[src/rtl/cfd_pkg.sv]
// Package for the CAN receive filter and dispatch block: sizes, item types,
// result codes, controller states and the command and status groups. No dependencies.
`timescale 1ns / 1ps

package cfd_pkg;

	localparam int MAX_ENTRIES = 16;
	localparam int ID_BITS     = 29;
	localparam int FLAG_BITS   = 8;
	localparam int TAG_BITS    = 8;
	localparam int SLOT_BITS   = $clog2(MAX_ENTRIES);
	localparam int COUNT_BITS  = $clog2(MAX_ENTRIES + 1);

	typedef enum logic [1:0] {
		RES_REG   = 2'd0,
		RES_MATCH = 2'd1,
		RES_SUM   = 2'd2
	} result_type_t;

	localparam logic KIND_REGISTER = 1'b0;
	localparam logic KIND_FRAME    = 1'b1;

	localparam logic STATUS_STORED = 1'b0;
	localparam logic STATUS_FULL   = 1'b1;

	typedef struct packed {
		logic                 kind;
		logic [ID_BITS-1:0]   frame_id;
		logic [FLAG_BITS-1:0] frame_flags;
		logic [ID_BITS-1:0]   entry_filter;
		logic [ID_BITS-1:0]   entry_mask;
		logic [FLAG_BITS-1:0] entry_required;
		logic [TAG_BITS-1:0]  entry_tag;
	} req_item_t;

	typedef struct packed {
		result_type_t          result_type;
		logic                  reg_status;
		logic [SLOT_BITS-1:0]  slot;
		logic [TAG_BITS-1:0]   tag;
		logic [COUNT_BITS-1:0] match_count;
		logic                  last;
	} rsp_item_t;

	typedef enum logic [1:0] {
		ST_IDLE = 2'd0,
		ST_REG  = 2'd1,
		ST_SCAN = 2'd2
	} ctrl_state_t;

	typedef struct packed {
		logic accept;
		logic emit_reg;
		logic emit_match;
		logic emit_sum;
	} dp_cmd_t;

	typedef struct packed {
		logic out_free;
		logic pend_any;
	} dp_status_t;

endpackage

[src/rtl/can_rx_filter_dispatch_core.sv]
// CAN receive acceptance filter bank with dispatch. A register item appends one
// entry (ID filter, ID mask, required flag bits, destination tag) to a table of
// sixteen slots and is answered by one result: stored with its slot, or full.
// A frame item is compared against every stored entry at once; the block then
// reports each matching entry in slot order, one result per cycle while rsp_stall
// is low, then closes with a summary that carries the match count and has last set.
// An entry matches when the frame ID agrees with the filter on every mask bit
// and all required flags are set, so a zero mask accepts any ID. Items are
// taken one at a time: a new one is accepted only when the controller is idle,
// once the last result of the previous item is in the single result register;
// a result held there by rsp_stall delays the next.
// Reset empties the table; the entry contents are not cleared.
// Depends on cfd_pkg, cfd_ctrl and cfd_datapath.
`timescale 1ns / 1ps

module can_rx_filter_dispatch_core (
	input  logic               clk,
	input  logic               arst_n,
	input  logic               req_valid,
	output logic               req_stall,
	input  cfd_pkg::req_item_t req_item,
	output logic               rsp_valid,
	input  logic               rsp_stall,
	output cfd_pkg::rsp_item_t rsp_item
);

	// Commands from the controller and status back from the datapath.
	cfd_pkg::dp_cmd_t    cmd;
	cfd_pkg::dp_status_t status;

	// The controller accepts an item only when idle and then issues one
	// emit command per cycle whenever the result register can take a result.
	cfd_ctrl u_ctrl (
		.clk       (clk),
		.arst_n    (arst_n),
		.req_valid (req_valid),
		.req_kind  (req_item.kind),
		.req_stall (req_stall),
		.status    (status),
		.cmd       (cmd)
	);

	// The datapath holds the table, captures the match vector of a frame as it
	// is accepted, and walks that vector from the lowest slot upward.
	cfd_datapath u_dp (
		.clk       (clk),
		.arst_n    (arst_n),
		.req_item  (req_item),
		.cmd       (cmd),
		.status    (status),
		.rsp_valid (rsp_valid),
		.rsp_stall (rsp_stall),
		.rsp_item  (rsp_item)
	);

endmodule

[src/rtl/cfd_datapath.sv]
// Datapath: filter table, parallel match compare, pending-match scan and result register.
// Depends on cfd_pkg.
`timescale 1ns / 1ps

module cfd_datapath (
	input  logic               clk,
	input  logic               arst_n,
	input  cfd_pkg::req_item_t req_item,
	input  cfd_pkg::dp_cmd_t   cmd,
	output cfd_pkg::dp_status_t status,
	output logic               rsp_valid,
	input  logic               rsp_stall,
	output cfd_pkg::rsp_item_t rsp_item
);

	logic [cfd_pkg::ID_BITS-1:0]    val_q  [cfd_pkg::MAX_ENTRIES];
	logic [cfd_pkg::ID_BITS-1:0]    mask_q [cfd_pkg::MAX_ENTRIES];
	logic [cfd_pkg::FLAG_BITS-1:0]  reqd_q [cfd_pkg::MAX_ENTRIES];
	logic [cfd_pkg::TAG_BITS-1:0]   tag_q  [cfd_pkg::MAX_ENTRIES];
	logic [cfd_pkg::COUNT_BITS-1:0] cnt_q;

	logic [cfd_pkg::ID_BITS-1:0]    ent_filter_q;
	logic [cfd_pkg::ID_BITS-1:0]    ent_mask_q;
	logic [cfd_pkg::FLAG_BITS-1:0]  ent_required_q;
	logic [cfd_pkg::TAG_BITS-1:0]   ent_tag_q;

	logic [cfd_pkg::MAX_ENTRIES-1:0] pend_q;
	logic [cfd_pkg::COUNT_BITS-1:0]  mcount_q;
	logic                            out_valid_q;
	cfd_pkg::rsp_item_t              out_q;

	logic [cfd_pkg::MAX_ENTRIES-1:0] match_vec;
	logic [cfd_pkg::MAX_ENTRIES-1:0] first_hot;
	logic [cfd_pkg::SLOT_BITS-1:0]   first_idx;
	logic                            full;
	logic                            emit_any;

	assign full     = (cnt_q == cfd_pkg::COUNT_BITS'(cfd_pkg::MAX_ENTRIES));
	assign emit_any = cmd.emit_reg | cmd.emit_match | cmd.emit_sum;

	// Every stored entry is compared against the incoming frame at once.
	always_comb begin
		for (int i = 0; i < cfd_pkg::MAX_ENTRIES; i++) begin
			match_vec[i] = (cfd_pkg::COUNT_BITS'(i) < cnt_q)
				&& (((req_item.frame_id ^ val_q[i]) & mask_q[i]) == '0)
				&& ((req_item.frame_flags & reqd_q[i]) == reqd_q[i]);
		end
	end

	// Lowest pending slot, isolated as a one-hot word and then encoded.
	assign first_hot = pend_q & (~pend_q + cfd_pkg::MAX_ENTRIES'(1));

	always_comb begin
		first_idx = '0;
		for (int i = 0; i < cfd_pkg::MAX_ENTRIES; i++) begin
			first_idx = first_idx | (first_hot[i] ? cfd_pkg::SLOT_BITS'(i) : '0);
		end
	end

	assign status.out_free = !out_valid_q || !rsp_stall;
	assign status.pend_any = |pend_q;

	always_ff @(posedge clk or negedge arst_n) begin
		if (!arst_n) begin
			cnt_q       <= '0;
			pend_q      <= '0;
			mcount_q    <= '0;
			out_valid_q <= 1'b0;
		end else begin
			if (cmd.accept) begin
				pend_q   <= match_vec;
				mcount_q <= '0;
			end
			if (cmd.emit_reg && !full) begin
				cnt_q <= cnt_q + cfd_pkg::COUNT_BITS'(1);
			end
			if (cmd.emit_match) begin
				pend_q   <= pend_q & ~first_hot;
				mcount_q <= mcount_q + cfd_pkg::COUNT_BITS'(1);
			end
			if (emit_any) begin
				out_valid_q <= 1'b1;
			end else if (!rsp_stall) begin
				out_valid_q <= 1'b0;
			end
		end
	end

	always_ff @(posedge clk) begin
		if (cmd.accept) begin
			ent_filter_q   <= req_item.entry_filter;
			ent_mask_q     <= req_item.entry_mask;
			ent_required_q <= req_item.entry_required;
			ent_tag_q      <= req_item.entry_tag;
		end
		if (cmd.emit_reg && !full) begin
			val_q[cnt_q[cfd_pkg::SLOT_BITS-1:0]]  <= ent_filter_q;
			mask_q[cnt_q[cfd_pkg::SLOT_BITS-1:0]] <= ent_mask_q;
			reqd_q[cnt_q[cfd_pkg::SLOT_BITS-1:0]] <= ent_required_q;
			tag_q[cnt_q[cfd_pkg::SLOT_BITS-1:0]]  <= ent_tag_q;
		end
		if (cmd.emit_reg) begin
			out_q.result_type <= cfd_pkg::RES_REG;
			out_q.reg_status  <= full ? cfd_pkg::STATUS_FULL : cfd_pkg::STATUS_STORED;
			out_q.slot        <= full ? '0 : cnt_q[cfd_pkg::SLOT_BITS-1:0];
			out_q.tag         <= '0;
			out_q.match_count <= '0;
			out_q.last        <= 1'b1;
		end else if (cmd.emit_match) begin
			out_q.result_type <= cfd_pkg::RES_MATCH;
			out_q.reg_status  <= cfd_pkg::STATUS_STORED;
			out_q.slot        <= first_idx;
			out_q.tag         <= tag_q[first_idx];
			out_q.match_count <= '0;
			out_q.last        <= 1'b0;
		end else if (cmd.emit_sum) begin
			out_q.result_type <= cfd_pkg::RES_SUM;
			out_q.reg_status  <= cfd_pkg::STATUS_STORED;
			out_q.slot        <= '0;
			out_q.tag         <= '0;
			out_q.match_count <= mcount_q;
			out_q.last        <= 1'b1;
		end
	end

	assign rsp_valid = out_valid_q;
	assign rsp_item  = out_q;

endmodule

[src/rtl/cfd_ctrl.sv]
// Controller state machine: takes items, then steps the datapath through its results.
// Depends on cfd_pkg.
`timescale 1ns / 1ps

module cfd_ctrl (
	input  logic                clk,
	input  logic                arst_n,
	input  logic                req_valid,
	input  logic                req_kind,
	output logic                req_stall,
	input  cfd_pkg::dp_status_t status,
	output cfd_pkg::dp_cmd_t    cmd
);

	cfd_pkg::ctrl_state_t state_q;
	cfd_pkg::ctrl_state_t state_d;

	always_ff @(posedge clk or negedge arst_n) begin
		if (!arst_n) begin
			state_q <= cfd_pkg::ST_IDLE;
		end else begin
			state_q <= state_d;
		end
	end

	always_comb begin
		state_d   = state_q;
		cmd       = '0;
		req_stall = 1'b1;
		unique case (state_q)
			cfd_pkg::ST_IDLE: begin
				req_stall = 1'b0;
				if (req_valid) begin
					cmd.accept = 1'b1;
					state_d = (req_kind == cfd_pkg::KIND_FRAME) ? cfd_pkg::ST_SCAN
						: cfd_pkg::ST_REG;
				end
			end
			cfd_pkg::ST_REG: begin
				if (status.out_free) begin
					cmd.emit_reg = 1'b1;
					state_d = cfd_pkg::ST_IDLE;
				end
			end
			cfd_pkg::ST_SCAN: begin
				if (status.out_free) begin
					if (status.pend_any) begin
						cmd.emit_match = 1'b1;
					end else begin
						cmd.emit_sum = 1'b1;
						state_d = cfd_pkg::ST_IDLE;
					end
				end
			end
			default: begin
				state_d = cfd_pkg::ST_IDLE;
			end
		endcase
	end

endmodule

[config.mk]
export PLATFORM = sky130hd
export DESIGN_NAME = can_rx_filter_dispatch_core
export DESIGN_NICKNAME = d
export VERILOG_FILES = /design/src/rtl/cfd_pkg.sv /design/src/rtl/can_rx_filter_dispatch_core.sv /design/src/rtl/cfd_datapath.sv /design/src/rtl/cfd_ctrl.sv
export SDC_FILE = /design/constraint.sdc
export NUM_CORES = 1
export LEC_CHECK = 0
export ABC_AREA = 1
export BUFFER_PORTS_ARGS = -buffer_cell sky130_fd_sc_hd__buf_2
export CAP_MARGIN = 10
export CORE_MARGIN = 2
export CORE_UTILIZATION = 50
export DETAILED_ROUTE_END_ITERATION = 16
export GPL_TIMING_DRIVEN = 1
export PLACE_DENSITY = 0.68
export SETUP_SLACK_MARGIN = 0.4
export SLEW_MARGIN = 20
export SYNTH_ARGS = -nofsm -noshare
export SYNTH_HDL_FRONTEND = slang
export SYNTH_HIERARCHICAL = 1
export SYNTH_SLANG_ARGS = --single-unit
[constraint.sdc]
create_clock -name clk -period 12.39 [get_ports clk]
set_input_delay 1.8585 -clock clk [delete_from_list [all_inputs] [get_ports clk]]
set_output_delay 1.8585 -clock clk [all_outputs]
set_load 0.02 [all_outputs]
Word level (Yosys, flattened, before mapping)
Memory sizes are Yosys's and may differ from the RTL's.
Cells that the tools add are included.
Widths: inputs -> output; s select.
{"block": "word_totals", "reg_bits": 124, "ram_bits": 1184, "input_bits": 116, "out_inout_bits": 23, "elab_cells": 234, "n_memories": 4}
{"name": "u_dp.mask_q", "words": 16, "width": 29, "read_ports": 16, "rd_clocked_by_memory_dff": 0, "wr": 1, "line_no": "cfd_datapath.sv:17", "source": "logic [cfd_pkg::ID_BITS-1:0] mask_q [cfd_pkg::MAX_ENTRIES];"}
{"name": "u_dp.val_q", "words": 16, "width": 29, "read_ports": 16, "rd_clocked_by_memory_dff": 0, "wr": 1, "line_no": "cfd_datapath.sv:16", "source": "logic [cfd_pkg::ID_BITS-1:0] val_q [cfd_pkg::MAX_ENTRIES];"}
{"name": "u_dp.reqd_q", "words": 16, "width": 8, "read_ports": 16, "rd_clocked_by_memory_dff": 0, "wr": 1, "line_no": "cfd_datapath.sv:18", "source": "logic [cfd_pkg::FLAG_BITS-1:0] reqd_q [cfd_pkg::MAX_ENTRIES];"}
{"name": "u_dp.tag_q", "words": 16, "width": 8, "read_ports": 1, "rd_clocked_by_memory_dff": 0, "wr": 1, "line_no": "cfd_datapath.sv:19", "source": "logic [cfd_pkg::TAG_BITS-1:0] tag_q [cfd_pkg::MAX_ENTRIES];"}
{"block": "op_classes", "add_sub_neg": 3, "order_cmp": 16, "n_eq_ne": 24, "n_mux": 43, "n_bitwise": 68, "reduce_logical": 60}
{"operator": "$and 29x29->29", "count": 16}
{"operator": "$logic_not 29->1", "count": 16}
{"operator": "$xor 29x29->29", "count": 16}
{"operator": "$and 8x8->8", "count": 16}
{"operator": "$eq 8x8->1", "count": 16}
{"operator": "$or 4x4->4", "count": 14}
{"operator": "$lt 4x5->1 const A", "count": 8}
{"operator": "$mux 20", "count": 2}
{"operator": "$mux 4", "count": 9}
{"operator": "$logic_and 1x1->1", "count": 33}
{"operator": "$and 16x16->16", "count": 2}
{"operator": "$mux 16", "count": 2}
{"operator": "$not 16->16", "count": 2}
{"operator": "$lt 3x5->1 const A", "count": 4}
{"operator": "$mux 19", "count": 1}
{"operator": "$mux 2", "count": 9}
{"operator": "$add 16x1->16 const B", "count": 1}
{"operator": "$reduce_or 16->1", "count": 1}
{"operator": "$mux 1", "count": 13}
{"operator": "$mux 3", "count": 4}
{"operator": "$add 5x1->5 const B", "count": 2}
{"operator": "$lt 1x5->1 const A", "count": 2}
{"operator": "$lt 2x5->1 const A", "count": 2}
{"operator": "$mux 5", "count": 2}
{"operator": "other kinds (14)", "count": 21}

Longest topological paths before layout
Gate-level depths: netlist of the first run.
An unclocked memory read counts as a cell.
{"block": "logic_depth", "word_depth": 21, "ltp_mapped": 17, "ltp_nobuf": 16}

Modules after synthesis
The synthesis of the first run kept the hierarchy.
{"mod": "cfd_datapath", "n_inst": 1, "cells_per_inst": 3512, "area_each_um2": 50036.7, "seq_area_each_um2": 38922.3}
{"mod": "cfd_ctrl", "n_inst": 1, "cells_per_inst": 29, "area_each_um2": 166.4, "seq_area_each_um2": 50.0}

Worst setup path before layout of the first run
No wires, ideal clock.
{"block": "synth_path", "path_type": "input port to flip-flop", "startpoint": "input req_valid", "endpoint": "register u_dp/pend_q[6] (netlist name)", "arrival_ns": 6.774, "required_time_ns": 12.323, "slack_ns": 5.549, "cell_stages": 11, "path_cell_list": "inv_1 -> nor2_1 -> nand2_1 -> inv_1 -> buf_2 -> nand3_1 -> a211oi_1 -> nand4_1 -> nor2_1 -> nand4_1 -> nand2_1"}
{"element": "start: declaration", "line_no": "can_rx_filter_dispatch_core.sv:19", "source": "input logic req_valid,"}
{"element": "end signal: assignment", "line_no": "cfd_datapath.sv:71", "source": "pend_q <= match_vec;"}
{"element": "end signal: assignment", "line_no": "cfd_datapath.sv:78", "source": "pend_q <= pend_q & ~first_hot;"}
{"element": "end: declaration", "line_no": "cfd_datapath.sv:27", "source": "logic [cfd_pkg::MAX_ENTRIES-1:0] pend_q;"}

==> summary.txt, run 1 <==
Floorplanning
  • Horizontal die dimension: about 320 um
  • Vert. Die Dim: between 300 and 400 um
  • Row count: approximately 120
  • IO Count: between 100 and 150
  • Initial cell density of the core: 0.503
  • Floorplan die area: 103000 um^2
  • Area of the placeable core: ~100000 um^2

Power
  • Static leakage: approximately 20 nW
  • Areal power density over the cells: between 150 and 200 nW/um^2
  • Maximum ir drop on the vdd rail: between 0.15 and 0.2 mV

Clock network
  • Cts repair resizes: 0
  • CTS tree: yes
  • Num Clock Sinks: 1308
  • Clock-pin slew reported for the worst setup and hold paths after clock tree synthesis: about 60 ps
  • CTS H-tree lvls: 4
  • Deepest clock path buffer count: 3
  • Num CTS Buffers: 134
  • CTS Hold Buffers Added: 0
  • Clock latency on the worst-skew pair: 750 ps
  • Post CTS Setup Buffer Count: 0
  • Clock root buffer: sky130_fd_sc_hd__clkbuf_16

Logic synthesis
  • Net Count, Synth: 3662
  • Share of the yosys chip area belonging to registers: 0.776
  • Post-Synthesis Mean Instance Area: 14.2 um^2
  • Synth async-reset ratio: 0.0222
  • Mapped Cells: roughly 3500
  • Flip-flop and latch count after synthesis: about 1300
  • Dominant register cell in the synthesized netlist: sky130_fd_sc_hd__edfxtp_1
  • Yosys Warn Count: 6
  • Cell area after synthesis: 50200 um^2
  • Post-synth EDFFs: 1263
  • Unique masters post-synth: 56

Critical path
  • R2R Path End: u_dp/rsp_item[6]
  • Critical path capture point type: flip-flop
  • Depth of the most critical reg-to-reg path: 15
  • Data arrival at the endpoint of the critical path: ~5300 ps
  • Register-to-register setup slack: ~7800 ps
  • Required time at the worst-slack endpoint: around 13000 ps
  • Origin of the worst setup path: rsp_stall
  • Crit Path Max Fanout: 13
  • Setup crit start kind: primary input
  • Kind of critical path: in2reg
  • Source of the worst register-to-register timing path: u_dp/pend_q[4]

Detailed routing
  • First-pass iteration count of the detailed router: 6
  • Via total after detailed routing: 30673
  • Post-detailed-route via-to-cell ratio: ~6
  • Drt first-iter violations: roughly 4300
  • Drc violations: 0
  • Final wirelength: 142 mm
  • Number of routed nets with antenna violations: 0
  • DR WL/cell: roughly 28 um

Timing
  • Period utilization: 0.374
  • Slew Limit Headroom: 0.161
  • Hold violation total from the final report: 0
  • Max-slew violation total from the final report: 0
  • Summed negative setup slack over all endpoints: 0 ps
  • RSZ-0062 raised after global routing: false
  • Post-layout worst setup margin: 7750 ps
  • Slew at the pin closest to its max-slew limit: approximately 1300 ps
  • Worst-case clock skew: between 30 and 40 ps
  • Minimum hold slack: 451 ps
  • Final setup viols: 0
  • Min Tclk post-route: ~4600 ps
  • Maximum achievable frequency: between 200 and 250 MHz

Place
  • HPWL after DPL: around 84 mm
  • Buffers on Ports: between 100 and 150
  • GP Congestion: about 0.94
  • Worst slack after detailed placement: between 7000 and 8000 ps
  • Standard cell area after detailed placement: around 52000 um^2

GRT
  • Number of global-route vias before repair: roughly 29000
  • Tot GR Track Use: 0.274
  • Largest net degree at the start of global routing: 75
  • Gr ovfl total: 0
  • Wire length of the first global-routing pass: just under 200 mm
  • Number of antenna violations at the first check in global routing: 16

Run
  • Total of max-cap violations: 0

Hold path
  • Number of stages on the worst hold path: 2
  • Hold Crit Endpoint: u_dp/rsp_item[13]
  • Worst min-delay path startpoint: u_dp/rsp_item[13]
  • Type of the worst min-delay path: reg2reg

Cells and area
  • Signed area change from the synthesized netlist to the final layout: 12.9%
  • Fill cell count: about 7700
  • Net count, final: 3873
  • Final design instance area without fill: 56700 um^2
  • Share of layout cells above drive strength 1: 0.153

Outcome
  • Status: complete, no violations
==> flip-flops by register name (all words and copies together), names as in the netlist <==
signal / flops
u_ctrl/state_q: 2
u_dp/cnt_q: 5
u_dp/ent_filter_q: 29
u_dp/ent_mask_q: 29
u_dp/ent_required_q: 8
u_dp/ent_tag_q: 8
u_dp/mask_q: 464
u_dp/mcount_q: 5
u_dp/pend_q: 16
u_dp/reqd_q: 128
u_dp/rsp_item: 21
u_dp/rsp_valid: 1
u_dp/tag_q: 128
u_dp/val_q: 464
==> layout make-up <==
type	count	area (um^2)	share of cell area
sequential	1308	39000	0.688
multi-input combinational	2022	10400	0.183
clock buffer	176	3600	0.0636
tap	1298	1620	0.0287
timing repair buffer	198	1190	0.0209
clock inverter	63	543	0.00958
inverter	88	350	0.00618
antenna	4	10.0	0.000177
==> cells in the final DEF (no fill, tap or decap), types with 36 or more instances in the layout <==
cell / n
sky130_fd_sc_hd__edfxtp_1: 1263
sky130_fd_sc_hd__nand2_1: 755
sky130_fd_sc_hd__nand3_1: 296
sky130_fd_sc_hd__or2_2: 169
sky130_fd_sc_hd__nor2_1: 142
sky130_fd_sc_hd__buf_2: 138
sky130_fd_sc_hd__clkbuf_16: 137
sky130_fd_sc_hd__o21ai_0: 134
sky130_fd_sc_hd__a21oi_1: 98
sky130_fd_sc_hd__xor2_1: 95
sky130_fd_sc_hd__nand4_1: 71
sky130_fd_sc_hd__inv_1: 63
sky130_fd_sc_hd__buf_4: 54
sky130_fd_sc_hd__o21a_1: 47
sky130_fd_sc_hd__clkbuf_1: 36
==> per-layer routing <==
metal | vias to the layer above | routed length, um | global-route usage | share of wire
li1 | 13413 | - | - | -
met1 | 15107 | 53300 | 0.365 | 0.38
met2 | 1808 | 66700 | 0.441 | 0.47
met3 | 337 | 15100 | 0.0533 | 0.11
met4 | 8 | 6820 | 0.127 | 0.048
met5 | - | 49 | 0 | 0.00035
==> report_power, final <==
part           switching [mW]  internal (mW)  leakage [nW]
Clock                    1.65           2.20          2.01
Combinational           0.634          0.181          5.79
Sequential              0.387           5.33          11.9
Total                    2.67           7.71          19.7
==> cells by family (layout without fill, tap and decap cells) <==
kind of cell	after synthesis	in the layout	share of synthesized area
simple gates	1510	1510	0.137
flops	1308	1308	0.776
compound gates	411	411	0.0518
buf+inv	211	525	0.0172
xor+xnor	96	96	0.0167
fa+ha+maj	5	5	0.00125
other cells	0	4	0
==> per-stage QoR <==
step           total power, mW   util  std cells
2_1_floorplan             5.99      -       3541
5_1_grt                   10.7  0.568       5154
4_1_cts                   10.4  0.567       5150
6_report                  10.4  0.568       5157
3_3_place_gp              6.58  0.525       4909
3_5_place_dp              6.61  0.525       4911
==> how the worst max path moves through the flow <==
stage | to | slack (ps)
2_1_floorplan | u_dp/pend_q[6] | 5550
3_3_place_gp | u_dp/rsp_item[13] | 7280
3_5_place_dp | u_dp/rsp_item[6] | 7140
4_1_cts | u_dp/rsp_item[6] | 7890
5_1_grt | u_dp/rsp_item[8] | 7380
6_report | u_dp/rsp_item[6] | 7750
==> worst max-delay path, stage by stage <==
cell                       delay [ps]
sky130_fd_sc_hd__buf_2            100
sky130_fd_sc_hd__nand2_1           90
sky130_fd_sc_hd__inv_2             80
sky130_fd_sc_hd__nor2_1           680
sky130_fd_sc_hd__clkinv_1         510
sky130_fd_sc_hd__nor2_1           760
sky130_fd_sc_hd__inv_1            280
sky130_fd_sc_hd__nor2_1           560
sky130_fd_sc_hd__nand3_1          160
sky130_fd_sc_hd__nand2_1          100
sky130_fd_sc_hd__nand2_1           50
sky130_fd_sc_hd__nand2_1           50
==> Yosys cell counts, drive strengths merged, types with 3 or more instances <==
master	instances	area (um^2)
a32o	26	260
o211ai	6	45.0
nand2	763	2890
xor2	95	832
a2111oi	3	26.3
o22ai	22	138
a21oi	98	490
edfxtp	1263	37900
clkbuf	88	330
nand3	299	1510
dfxtp	16	320
ha	5	62.6
a211oi	20	150
clkinv	3	11.3
buf	35	201
nor3	22	121
inv	85	319
a221oi	9	78.8
or2	169	1060
o2111ai	7	61.3
o21ai	135	676
nor4	26	163
nand4	71	444
dfrtp	29	726
o21a	47	353
nor2	153	629
a22o	20	175
a311oi	3	26.3
Power figures use the tool's default switching activity.
==> run 2: changes to the inputs <==
--- a/config.mk
+++ b/config.mk
@@ -12,7 +12,7 @@
 export CORE_UTILIZATION = 50
 export DETAILED_ROUTE_END_ITERATION = 16
 export GPL_TIMING_DRIVEN = 1
-export PLACE_DENSITY = 0.68
+export PLACE_DENSITY = 0.71
 export SETUP_SLACK_MARGIN = 0.4
 export SLEW_MARGIN = 20
 export SYNTH_ARGS = -nofsm -noshare
==> constraint.sdc (replaced) <==
create_clock -name clk -period 3.8 [get_ports clk]
set_input_delay 0.57 -clock clk [delete_from_list [all_inputs] [get_ports clk]]
set_output_delay 0.57 -clock clk [all_outputs]
set_load 0.02 [all_outputs]
==> summary.txt, run 2 (synthesis results as in run 1) <==
Critical path
  • Slowest library cell on the worst path: sky130_fd_sc_hd__nor4_4
  • Crit-path max cell delay: approximately 500 ps
  • Setup crit start kind: flip-flop
  • Kind of cell adding the most delay to the critical path: simple AND/OR/NAND/NOR gates
  • Required time at the worst-slack endpoint: about 4500 ps
  • Crit Path Max Fanout: 15
  • Crit path buf inv count: 2
  • Critical path capture point type: flip-flop
  • Data arrival at the endpoint of the critical path: a little under 4000 ps
  • Ordered cell list for the critical path: nor2_2, nand2_4, nor2_1, nand2_1, or3_1, nand3_1, nor2_1, clkinv_1, nand2_1, buf_4, nor4_4, nand4_1, o22ai_1
  • Kind of critical path: reg2reg

Timing
  • Final setup viols: 0
  • Hold violation total from the final report: 0
  • Slew at the pin closest to its max-slew limit: between 1000 and 1500 ps
  • RSZ-0062 raised after global routing: false
  • Summed negative setup slack over all endpoints: 0 ps
  • Period utilization: 0.845
  • Maximum achievable frequency: 312 MHz
  • Min Tclk post-route: between 3000 and 4000 ps
  • Max-slew violation total from the final report: 0
  • Slew Limit Headroom: 0.195
  • Worst-case clock skew: between 20 and 30 ps

Floorplanning
  • Initial cell density of the core: 0.503
  • IO Count: approximately 140
  • Horizontal die dimension: approximately 320 um
  • Floorplan die area: a little over 100000 um^2
  • Area of the placeable core: around 100000 um^2
  • Row count: roughly 120
  • Vert. Die Dim: 321 um

Detailed routing
  • Routed length on met2: approximately 66 mm
  • Drt first-iter violations: 4101
  • Wl on met1: 53.3 mm
  • Highest metal layer used by the detailed router: met5
  • Post-detailed-route via-to-cell ratio: just under 6
  • Drc violations: 0
  • Total length of routed met3 wires: ~14 mm
  • DR WL/cell: 26.8 um
  • Via total after detailed routing: a little over 30000
  • Number of routed nets with antenna violations: 0
  • First-pass iteration count of the detailed router: 6
  • Final wirelength: around 140 mm

Clock network
  • Clock latency on the worst-skew pair: around 750 ps
  • CTS tree: yes
  • CTS H-tree lvls: 4
  • Deepest clock path buffer count: 3
  • Num Clock Sinks: between 1000 and 1500
  • Clock root buffer: sky130_fd_sc_hd__clkbuf_16
  • Num CTS Buffers: between 100 and 150
  • Clock-pin slew reported for the worst setup and hold paths after clock tree synthesis: around 60 ps

Hold path
  • Type of the worst min-delay path: in2reg

Outcome
  • Status: complete, no violations

Place
  • Buffers on Ports: between 100 and 150
  • Total instance count after detailed placement: just under 5000
  • HPWL after DPL: around 85 mm
  • GP Congestion: just over 0.9

Cells and area
  • Net count, final: between 3000 and 4000
  • Share of layout cells above drive strength 1: 0.160
  • Commonest non-fill, non-tap cell in the layout: sky130_fd_sc_hd__edfxtp_1
  • Fill cell count: around 7500
  • Non-filler cells in the finished layout: roughly 5300
  • Leading cell types in the layout, fill and taps excluded: sky130_fd_sc_hd__edfxtp_1 (1263), sky130_fd_sc_hd__nand2_1 (755), sky130_fd_sc_hd__nand3_1 (296), sky130_fd_sc_hd__or2_2 (169), sky130_fd_sc_hd__nor2_1 (142)
  • Signed area change from the synthesized netlist to the final layout: 15.4%
  • Antenna cells: 0

Power
  • Combinational share of power: 0.079
  • Static leakage: between 20 and 25 nW
  • Int Power: 25.4 mW
  • Power share of the clock group: 0.373
  • Power spent charging and discharging nets: between 8 and 9 mW
  • Switching share of power: 0.253
  • Reg power frac: 0.548
  • Maximum ir drop on the vdd rail: ~0.47 mV
  • Areal power density over the cells: slightly below 600 nW/um^2

GRT
  • Number of antenna violations at the first check in global routing: 9
  • Tot GR Track Use: 0.275
  • Number of global-route vias before repair: a little under 30000
  • Wire length of the first global-routing pass: approximately 200 mm
  • Largest net degree at the start of global routing: between 70 and 80
  • Gr ovfl total: 0

Run
  • Total of max-cap violations: 0
## run 2: final timing paths
path,cells past startpoint,to,slack [ps],from
worst max-delay path,13,u_dp/pend_q[3],590,u_dp/pend_q[2]
worst max register to register,13,u_dp/pend_q[3],590,u_dp/pend_q[2]
worst min register to register,2,u_dp/rsp_item[10],450,u_dp/rsp_item[10]
worst min-delay path,1,u_dp/ent_filter_q[17],40,req_item[62]
min in group asynchronous,2,u_ctrl/state_q[0],500,arst_n
max in group asynchronous,2,u_dp/pend_q[11],2770,arst_n
## run 2: cell type report
type,instances,area (um^2),area share
multi-input combinational,2022,10400,0.180
tap,1298,1620,0.0280
timing repair buffer,307,2360,0.0407
inverter,88,360,0.00622
clock inverter,55,533,0.00920
clock buffer,180,3670,0.0634
sequential,1308,39000,0.673
## run 2: metal layers
layer,global-route usage,vias to the layer above
met2,0.438,1683
met3,0.0540,320
met4,0.131,6
met1,0.366,15316
met5,0,-
li1,-,13629
## run 2: power by group through the flow
stage                     clock network, mW  logic (mW)  registers (mW)
after floorplan                           0        1.27            18.3
after global placement                    0        2.55            18.9
after detailed placement                  0        2.58            18.9
after CTS                              12.8        2.66            18.6
after global routing                   13.4        2.85            18.7
final                                  12.7        2.68            18.7
## run 2: what timing repair did
action | in CTS | in global routing
endpoints found under the hold margin | 102 | 0
buffers inserted | 0 | 0
setup endpoints to repair | 1 | 2
cloned | 0 | 0
resized for setup | 1 | 2
hold buffers | 74 | 0
pin swaps | 0 | 0
## run 2: stage by stage
step | cell area, um^2 | total power [mW] | setup slack (ps) | hold WS, ps | util
finish | 57900 | 34.0 | 590 | 38.7 | 0.580
global placement | 53000 | 21.5 | 58.5 | 443 | 0.530
global route | 57900 | 35.0 | 422 | 12.0 | 0.580
floorplan | 50200 | 19.5 | 447 | 274 | -
detailed placement | 53000 | 21.5 | 86.1 | 437 | 0.530
CTS | 57900 | 34.1 | 449 | 0.107 | 0.580
## run 2: worst register-to-register path, cell delays in order, from the launching register on
cell and delay (ps):
sky130_fd_sc_hd__dfrtp_1 420, sky130_fd_sc_hd__nor2_2 190, sky130_fd_sc_hd__nand2_4 110, sky130_fd_sc_hd__nor2_1 190, sky130_fd_sc_hd__nand2_1 90, sky130_fd_sc_hd__or3_1 360, sky130_fd_sc_hd__nand3_1 130, sky130_fd_sc_hd__nor2_1 60
sky130_fd_sc_hd__clkinv_1 60, sky130_fd_sc_hd__nand2_1 100, sky130_fd_sc_hd__buf_4 240, sky130_fd_sc_hd__nor4_4 510, sky130_fd_sc_hd__nand4_1 420, sky130_fd_sc_hd__o22ai_1 230
